### src/sv/two_way_traffic_light_timer_defines.svh
// assertion macros for the two-way traffic light timer
`ifndef TWO_WAY_TRAFFIC_LIGHT_TIMER_DEFINES_SVH
`define TWO_WAY_TRAFFIC_LIGHT_TIMER_DEFINES_SVH

// condition that must hold at every clock edge out of reset
`define TWTL_ASSERT(name, cond, msg) \
    name: assert property (@(posedge clk) disable iff (!rst_n) (cond)) else $error(msg);

// condition in one cycle that implies another in the next cycle
`define TWTL_ASSERT_NEXT(name, ante, cons, msg) \
    name: assert property (@(posedge clk) disable iff (!rst_n) (ante) |=> (cons)) \
        else $error(msg);

`endif

### src/sv/twtl_pkg.sv
// shared types, constants and segment table of the traffic light timer
package twtl_pkg;

    localparam int POT_W     = 10;
    localparam int CFG_W     = 7;
    localparam int COUNT_W   = 7;
    localparam int PHASE_W   = 2;
    localparam int SEG_W     = 8;
    localparam int DIGIT_W   = 4;
    localparam int IN_DATA_W  = 16;
    localparam int OUT_DATA_W = 56;

    localparam int SAMPLE_BITS_DEF = 10;

    localparam logic [COUNT_W-1:0] DUR_MAX       = 7'd99;
    localparam logic [CFG_W-1:0]   FULL_TIME_RST = 7'd60;
    localparam logic [CFG_W-1:0]   WARN_RST      = 7'd2;
    localparam logic [COUNT_W-1:0] COUNT_A_RST   = 7'd60;
    localparam logic [COUNT_W-1:0] COUNT_B_RST   = 7'd45;

    // lamp codes as they appear on the phase outputs
    localparam logic [PHASE_W-1:0] PH_MAIN = 2'd0;
    localparam logic [PHASE_W-1:0] PH_WARN = 2'd1;
    localparam logic [PHASE_W-1:0] PH_ALT  = 2'd2;

    // register index taken from paddr bit 2
    localparam logic REG_FULL_TIME  = 1'b0;
    localparam logic REG_WARN_TICKS = 1'b1;

    typedef struct packed {
        logic [COUNT_W-1:0] count;
        logic [PHASE_W-1:0] phase;
    } head_t;

    // result item, phase_a in the lowest bits
    typedef struct packed {
        logic [SEG_W-1:0]   seg_b_ones;
        logic [SEG_W-1:0]   seg_b_tens;
        logic [SEG_W-1:0]   seg_a_ones;
        logic [SEG_W-1:0]   seg_a_tens;
        logic [COUNT_W-1:0] remain_b;
        logic [COUNT_W-1:0] remain_a;
        logic [PHASE_W-1:0] phase_b;
        logic [PHASE_W-1:0] phase_a;
    } result_t;

    // active-low segment code of one decimal digit, saturated at nine
    function automatic logic [SEG_W-1:0] seg_of(input logic [DIGIT_W-1:0] digit);
        logic [SEG_W-1:0] code;
        case (digit)
            4'd0:    code = 8'h40;
            4'd1:    code = 8'h79;
            4'd2:    code = 8'h24;
            4'd3:    code = 8'h30;
            4'd4:    code = 8'h19;
            4'd5:    code = 8'h12;
            4'd6:    code = 8'h02;
            4'd7:    code = 8'h78;
            4'd8:    code = 8'h00;
            default: code = 8'h10;
        endcase
        return code;
    endfunction

endpackage

### src/sv/twtl_head.sv
// next count and phase of one signal head, with its two digit codes
module twtl_head (
    input  twtl_pkg::head_t                   cur,
    input  logic [twtl_pkg::COUNT_W-1:0]      duration,
    input  logic [twtl_pkg::CFG_W-1:0]        warn_ticks,
    output twtl_pkg::head_t                   nxt,
    output logic [twtl_pkg::SEG_W-1:0]        seg_tens,
    output logic [twtl_pkg::SEG_W-1:0]        seg_ones
);
    import twtl_pkg::*;

    logic                 expire;
    logic [COUNT_W+1:0]   dur_x3;
    logic [COUNT_W-1:0]   reload;
    logic [COUNT_W-1:0]   count_new;
    logic [PHASE_W-1:0]   phase_new;
    logic [14:0]          tens_prod;
    logic [DIGIT_W-1:0]   tens;
    logic [DIGIT_W-1:0]   ones;

    // reload value and countdown
    always_comb
    begin
        expire = (cur.count <= 7'd1);
        dur_x3 = (COUNT_W+2)'(duration) + {1'b0, duration, 1'b0};
        if (cur.phase == PH_MAIN)
        begin
            reload = duration;
        end
        else
        begin
            reload = dur_x3[COUNT_W+1:2];
        end
        if (reload == '0)
        begin
            reload = 7'd1;
        end
        if (expire)
        begin
            count_new = reload;
            phase_new = (cur.phase == PH_MAIN) ? PH_ALT : PH_MAIN;
        end
        else
        begin
            count_new = cur.count - 7'd1;
            phase_new = cur.phase;
        end
        // late part of phase 2 shows as warning
        if (count_new <= warn_ticks && phase_new == PH_ALT)
        begin
            phase_new = PH_WARN;
        end
        nxt.count = count_new;
        nxt.phase = phase_new;
    end

    // decimal digits: divide by ten through the reciprocal 205 / 2048
    always_comb
    begin
        tens_prod = 15'(count_new) * 15'd205;
        tens      = tens_prod[14:11];
        ones      = DIGIT_W'(count_new - 7'(tens) * 7'd10);
        seg_tens  = seg_of(tens);
        seg_ones  = seg_of(ones);
    end

endmodule

### src/sv/two_way_traffic_light_timer.sv
// two-way traffic light timer: one tick per item, result registered after acceptance
// throughput: one item per cycle while the skid entry is empty; a two-entry output buffer absorbs one stalled result
// s_tready drops only while both output entries are full
// reset (rst_n low, asynchronous): heads at 60 / 45 in phases 2 / 0, duration 0,
// full_time 60, warn_ticks 2, output buffer empty
`include "two_way_traffic_light_timer_defines.svh"

module two_way_traffic_light_timer #(
    parameter int SAMPLE_BITS = twtl_pkg::SAMPLE_BITS_DEF
) (
    input  logic                                clk,
    input  logic                                rst_n,
    // input item
    input  logic                                s_tvalid,
    output logic                                s_tready,
    input  logic [twtl_pkg::IN_DATA_W-1:0]      s_tdata,   // [9:0] pot_sample
    // result item
    output logic                                m_tvalid,
    input  logic                                m_tready,
    // [1:0] phase_a, [3:2] phase_b, [10:4] remain_a, [17:11] remain_b,
    // [25:18] seg_a_tens, [33:26] seg_a_ones, [41:34] seg_b_tens, [49:42] seg_b_ones
    output logic [twtl_pkg::OUT_DATA_W-1:0]     m_tdata,
    // configuration
    input  logic                                psel,
    input  logic                                penable,
    input  logic                                pwrite,
    input  logic [2:0]                          paddr,
    input  logic [31:0]                         pwdata,
    output logic [31:0]                         prdata,
    output logic                                pready
);
    import twtl_pkg::*;

    localparam int PROD_W = SAMPLE_BITS + CFG_W;
    localparam logic [SAMPLE_BITS:0] MAX_SAMPLE = (SAMPLE_BITS+1)'((1 << SAMPLE_BITS) - 1);

    logic [CFG_W-1:0]    full_time_reg;
    logic [CFG_W-1:0]    warn_ticks_reg;
    logic [COUNT_W-1:0]  dur_reg;
    logic [COUNT_W-1:0]  dur_next;
    head_t               head_a_reg;
    head_t               head_b_reg;
    head_t               head_a_next;
    head_t               head_b_next;

    result_t             out_data_reg;
    result_t             out_data_next;
    logic                out_valid_reg;
    logic                out_valid_next;
    result_t             skid_data_reg;
    logic                skid_valid_reg;
    logic                skid_valid_next;

    result_t             res;
    logic                in_accept;
    logic                out_pop;
    logic                cfg_write;

    logic [SAMPLE_BITS-1:0] sample;
    logic [PROD_W-1:0]      prod;
    logic [COUNT_W-1:0]     quot0;
    logic [SAMPLE_BITS:0]   rem;
    logic [COUNT_W:0]       quot;

    // configuration port
    assign pready    = 1'b1;
    assign cfg_write = psel && penable && pwrite && pready;
    assign prdata    = (paddr[2] == REG_WARN_TICKS) ? 32'(warn_ticks_reg) : 32'(full_time_reg);

    always_ff @(posedge clk or negedge rst_n)
    begin
        if (!rst_n)
        begin
            full_time_reg  <= FULL_TIME_RST;
            warn_ticks_reg <= WARN_RST;
        end
        else if (cfg_write)
        begin
            case (paddr[2])
                REG_FULL_TIME:  full_time_reg  <= pwdata[CFG_W-1:0];
                REG_WARN_TICKS: warn_ticks_reg <= pwdata[CFG_W-1:0];
                default:        full_time_reg  <= full_time_reg;
            endcase
        end
    end

    // handshake
    assign s_tready  = !skid_valid_reg;
    assign in_accept = s_tvalid && s_tready;
    assign m_tvalid  = out_valid_reg;
    assign out_pop   = out_valid_reg && m_tready;
    assign m_tdata   = OUT_DATA_W'(out_data_reg);

    // per-head update
    twtl_head u_head_a (
        .cur        (head_a_reg),
        .duration   (dur_reg),
        .warn_ticks (warn_ticks_reg),
        .nxt        (head_a_next),
        .seg_tens   (res.seg_a_tens),
        .seg_ones   (res.seg_a_ones)
    );

    twtl_head u_head_b (
        .cur        (head_b_reg),
        .duration   (dur_reg),
        .warn_ticks (warn_ticks_reg),
        .nxt        (head_b_next),
        .seg_tens   (res.seg_b_tens),
        .seg_ones   (res.seg_b_ones)
    );

    assign res.phase_a  = head_a_next.phase;
    assign res.phase_b  = head_b_next.phase;
    assign res.remain_a = head_a_next.count;
    assign res.remain_b = head_b_next.count;

    // duration for the next tick: sample * full_time / (2^n - 1), quotient
    // estimate from the upper bits, then one compare corrects it
    always_comb
    begin
        sample = SAMPLE_BITS'(s_tdata[POT_W-1:0]);
        prod   = PROD_W'(sample) * PROD_W'(full_time_reg);
        quot0  = prod[PROD_W-1:SAMPLE_BITS];
        rem    = {1'b0, prod[SAMPLE_BITS-1:0]} + (SAMPLE_BITS+1)'(quot0);
        quot   = {1'b0, quot0} + (COUNT_W+1)'(rem >= MAX_SAMPLE);
        if (quot > (COUNT_W+1)'(DUR_MAX))
        begin
            dur_next = DUR_MAX;
        end
        else
        begin
            dur_next = quot[COUNT_W-1:0];
        end
    end

    // timer state
    always_ff @(posedge clk or negedge rst_n)
    begin
        if (!rst_n)
        begin
            dur_reg    <= '0;
            head_a_reg <= '{count: COUNT_A_RST, phase: PH_ALT};
            head_b_reg <= '{count: COUNT_B_RST, phase: PH_MAIN};
        end
        else if (in_accept)
        begin
            dur_reg    <= dur_next;
            head_a_reg <= head_a_next;
            head_b_reg <= head_b_next;
        end
    end

    // output register plus skid entry
    always_comb
    begin
        out_data_next   = out_data_reg;
        out_valid_next  = out_valid_reg;
        skid_valid_next = skid_valid_reg;
        if (skid_valid_reg)
        begin
            if (out_pop)
            begin
                out_data_next   = skid_data_reg;
                skid_valid_next = 1'b0;
            end
        end
        else if (in_accept)
        begin
            if (!out_valid_reg || out_pop)
            begin
                out_data_next  = res;
                out_valid_next = 1'b1;
            end
            else
            begin
                skid_valid_next = 1'b1;
            end
        end
        else if (out_pop)
        begin
            out_valid_next = 1'b0;
        end
    end

    always_ff @(posedge clk or negedge rst_n)
    begin
        if (!rst_n)
        begin
            out_valid_reg  <= 1'b0;
            skid_valid_reg <= 1'b0;
        end
        else
        begin
            out_valid_reg  <= out_valid_next;
            skid_valid_reg <= skid_valid_next;
        end
    end

    always_ff @(posedge clk)
    begin
        out_data_reg <= out_data_next;
        if (in_accept)
        begin
            skid_data_reg <= res;
        end
    end

    // checks
    `TWTL_ASSERT(a_skid_behind_out, !skid_valid_reg || out_valid_reg, "skid entry without output entry")
    `TWTL_ASSERT_NEXT(a_stall_to_skid, in_accept && out_valid_reg && !m_tready, skid_valid_reg, "stalled item not kept in skid")
    `TWTL_ASSERT(a_dur_range, dur_reg <= DUR_MAX, "duration above 99")
    `TWTL_ASSERT(a_count_range, head_a_reg.count != '0 && head_b_reg.count != '0, "head count zero")

endmodule
### config.mk
export PLATFORM = sky130hd
export DESIGN_NAME = two_way_traffic_light_timer
export DESIGN_NICKNAME = d
export VERILOG_FILES = /design/src/sv/twtl_pkg.sv /design/src/sv/twtl_head.sv /design/src/sv/two_way_traffic_light_timer.sv
export VERILOG_INCLUDE_DIRS = /design/src /design/src/sv
export SDC_FILE = /design/constraint.sdc
export NUM_CORES = 1
export LEC_CHECK = 0
export ABC_AREA = 1
export BUFFER_PORTS_ARGS = -buffer_cell sky130_fd_sc_hd__buf_4
export CORE_ASPECT_RATIO = 0.75
export CORE_MARGIN = 2
export CORE_UTILIZATION = 65
export DETAILED_ROUTE_END_ITERATION = 8
export PLACE_DENSITY = 0.88
export SYNTH_ARGS = -nofsm -noshare
export SYNTH_HDL_FRONTEND = slang
export SYNTH_SLANG_ARGS = --single-unit
### constraint.sdc
create_clock -name clk -period 20.8 [get_ports clk]
set_clock_uncertainty 0.1 [all_clocks]
set_input_delay 4.16 -clock clk [delete_from_list [all_inputs] [get_ports clk]]
set_output_delay 4.16 -clock clk [all_outputs]
set_load 0.01 [all_outputs]
==> impl_metrics.json <==
{
  "die_h_um": 123,
  "pin_count": 149,
  "hold_viol": 0,
  "dr.first_iter.drc_count": 849,
  "crit_slowest_cell": "fa_1",
  "track_usage_pct": 29.1,
  "die-area_um2": 19900,
  "clock_path_buffers": 2,
  "firstDrtPassIters": 7,
  "grt_pass1_vias": 9960,
  "synthToLayoutAreaGrowth_pct": 10.6,
  "syn_inst": 1487,
  "yosys_warnings": 0,
  "setup-tns-final_ns": 0,
  "rsz0062_at_grt": "false",
  "ant_nets": 0,
  "finalMaxSlewViolations": 0,
  "numCtsBuffers": 17,
  "cpPeakStageDelay_ns": 0.53,
  "synth_area_um2": 12200,
  "fmax_mhz": 93.1,
  "slew-limit-headroom_pct": 18.3,
  "criticalPathCategory": "in2reg",
  "layout-drive-gt1-share_pct": 11.4,
  "critical_path.max_fanout": 7,
  "grt_overflow_total": 0,
  "cap_viol_max_count": 0,
  "coreArea_um2": 18500,
  "synth_top_area_share_pct": 22.7,
  "diodes": 0,
  "cp.depth": 39,
  "endpoint_kind": "flip-flop",
  "multiInputGateArea_um2": 7130,
  "placed_cells": 1792,
  "antenna_found_initial": 0,
  "grt_pass1_wl_um": 46200,
  "synth_seq_cells": 133,
  "holdPathStages": 2,
  "start_util_pct": 66.1,
  "status": "finished clean",
  "grt_max_degree": 64,
  "die_w_um": 162,
  "routed_wirelength_um": 28500,
  "path_buf_inv": 9,
  "clock_sinks": 133,
  "portBuffers": 79,
  "synthArstFlopShare_pct": 30.8,
  "avgSynthCellArea_um2": 8.20,
  "setup_viol": 0,
  "post_cts_buffers": 0,
  "cp.required_ns": 21.01,
  "final_nets": 1841,
  "area.sequential_um2": 3810,
  "drt_drc_violations_left": 0,
  "ctsHoldBuffers": 0,
  "hold_path.class": "reg2reg",
  "vias": 10100,
  "fin_crit_sh_pct": 51.6,
  "fillCellCount": 1252,
  "ys.flop_type": "edfxtp_1",
  "htreeDepth": 4,
  "yosysTopAreaCell": "edfxtp_1",
  "clkLatencyLatePin_ns": 0.43,
  "synth_edf_count": 92,
  "cp-start-kind": "primary input",
  "worstPathArrival_ns": 10.95,
  "wl_per_cell_um": 15.6,
  "gp_congestion": 0.922,
  "worst_slew_pin_slew_ns": 1.21,
  "final_cells": 1824,
  "ys_seq_area_share_pct": 31.2,
  "power_density_nw_per_um2": 82.5,
  "synth.distinct_cells": 49,
  "critPathTopFamily": "adder cells",
  "critPathMostFrequentCell": "inv_1",
  "r2r_cells": 36,
  "cts_tree": "built",
  "min_period_ns": 10.74,
  "hpwl_um": 20900,
  "p_leak_nw": 7.33,
  "post_cts_resized": 0,
  "row_count": 43,
  "vias_per_cell": 5.55,
  "cts-root-buf": "clkbuf_16",
  "synthTopCellsByArea": "edfxtp_1 (23%), ha_1 (16%), nand2_1 (12%)",
  "irDropWorstVdd_mv": 0.0715,
  "whs_ns": 0.389,
  "clk_pin_slew_worst_paths_ns": 0.06
}
==> layer usage <==
layer,share of wire (%),vias to the layer above,GRT usage [%],wire (µm)
met4,1.8,2,9.35,510
met5,0.14,-,1.52,39
met1,43,4780,38.7,12200
met3,7.8,57,5.34,2210
met2,47,449,48.8,13500
li1,-,4827,-,-
==> cells in the final DEF (no fill, tap or decap), drive strengths merged, types with 2 or more instances in the layout <==
master and instances:
clkbuf 24, clkinv 7, nor2 68, conb 36, o21ai 98, dfrtp 27, edfxtp 92, dfstp 14
a21o 2, nor3 13, a31oi 3, inv 269, or2 11, nand3b 5, a21boi 3, a21oi 45
buf 88, xor2 26, xnor2 9, and2 3, o211ai 3, ha 160, nand4 15, nand3 75
nand2 404, o31ai 6, o21bai 5, fa 59
==> cell families (layout without fill, tap and decap cells) <==
group           Yosys count  in the layout  synth area share [%]
compound gates          168            168                  7.69
xor+xnor                 35             35                  2.67
fa+ha+maj               219            219                  26.1
buf+inv                 334            390                  11.5
flops                   133            133                  31.2
other cells               2             36                0.0616
simple gates            596            596                  20.8
==> final cells by class <==
type	instances	area share, %
clock buffers	24	3.66
clock inverters	8	0.547
inverters	270	7.51
multi-input cells	1054	52.9
flip-flops and latches	133	28.2
well taps	247	2.29
repair buffers	88	4.90
==> worst paths after layout <==
| kind | from | to | slack [ns] |
|---|---|---|---|
| max | s_tdata[3] | dur_reg[0]$_DFFE_PN0P_ | 10.06 |
| min | warn_ticks_reg[3]$_DFFE_PN0P_ | warn_ticks_reg[3]$_DFFE_PN0P_ | 0.39 |
| max reg2reg | full_time_reg[5]$_DFFE_PN1P_ | dur_reg[0]$_DFFE_PN0P_ | 13.29 |
| min reg2reg | warn_ticks_reg[3]$_DFFE_PN0P_ | warn_ticks_reg[3]$_DFFE_PN0P_ | 0.39 |
| max in group asynchronous | rst_n | full_time_reg[0]$_DFFE_PN0P_ | 16.55 |
| min in group asynchronous | rst_n | dur_reg[0]$_DFFE_PN0P_ | 3.61 |
==> synthesized netlist by cell type, types with 2 or more instances <==
library cell	instances
edfxtp_1	92
conb_1	2
o21ai_1	4
dfrtp_1	27
a21oi_2	4
nand2_2	7
inv_2	6
nand2_4	4
a31oi_1	3
inv_1	260
nor2_1	64
clkinv_1	4
xor2_1	25
a21boi_0	3
a21oi_1	41
nand4_1	15
o211ai_1	2
dfstp_2	14
o21ai_2	3
buf_4	36
nand3b_1	5
nor2_2	3
clkbuf_1	26
and2_1	3
ha_1	160
or2_2	10
nand3_1	72
o31ai_1	6
o21ai_0	91
nand3_2	3
nor3_1	10
xnor2_1	9
nor3_2	3
nand2_1	393
a21o_1	2
fa_1	59
o21bai_1	4
==> stage by stage <==
step | total power [mW] | instance area [µm²] | worst slack (ns) | utilization (%)
after detailed placement | 0.815 | 12900 | 9.66 | 70.0
after global placement | 0.789 | 12900 | 9.87 | 70.0
after CTS | 1.11 | 13500 | 10.10 | 73.1
after global routing | 1.20 | 13500 | 9.47 | 73.1
after floorplan | 0.703 | 12300 | 10.49 | -
final | 1.11 | 13500 | 10.06 | 73.1
==> power breakdown <==
part,switching (mW),internal [mW],total [mW]
logic,0.328,0.192,0.520
registers,0.0120,0.287,0.299
clock network,0.116,0.178,0.294
==> tightest hold or removal path, cell delays in order, from the launching register on <==
cell and delay, ns:
dfrtp_1 0.34, nand2_1 0.05, o21ai_0 0.06
Note: power is estimated with default switching activity, not from simulation.
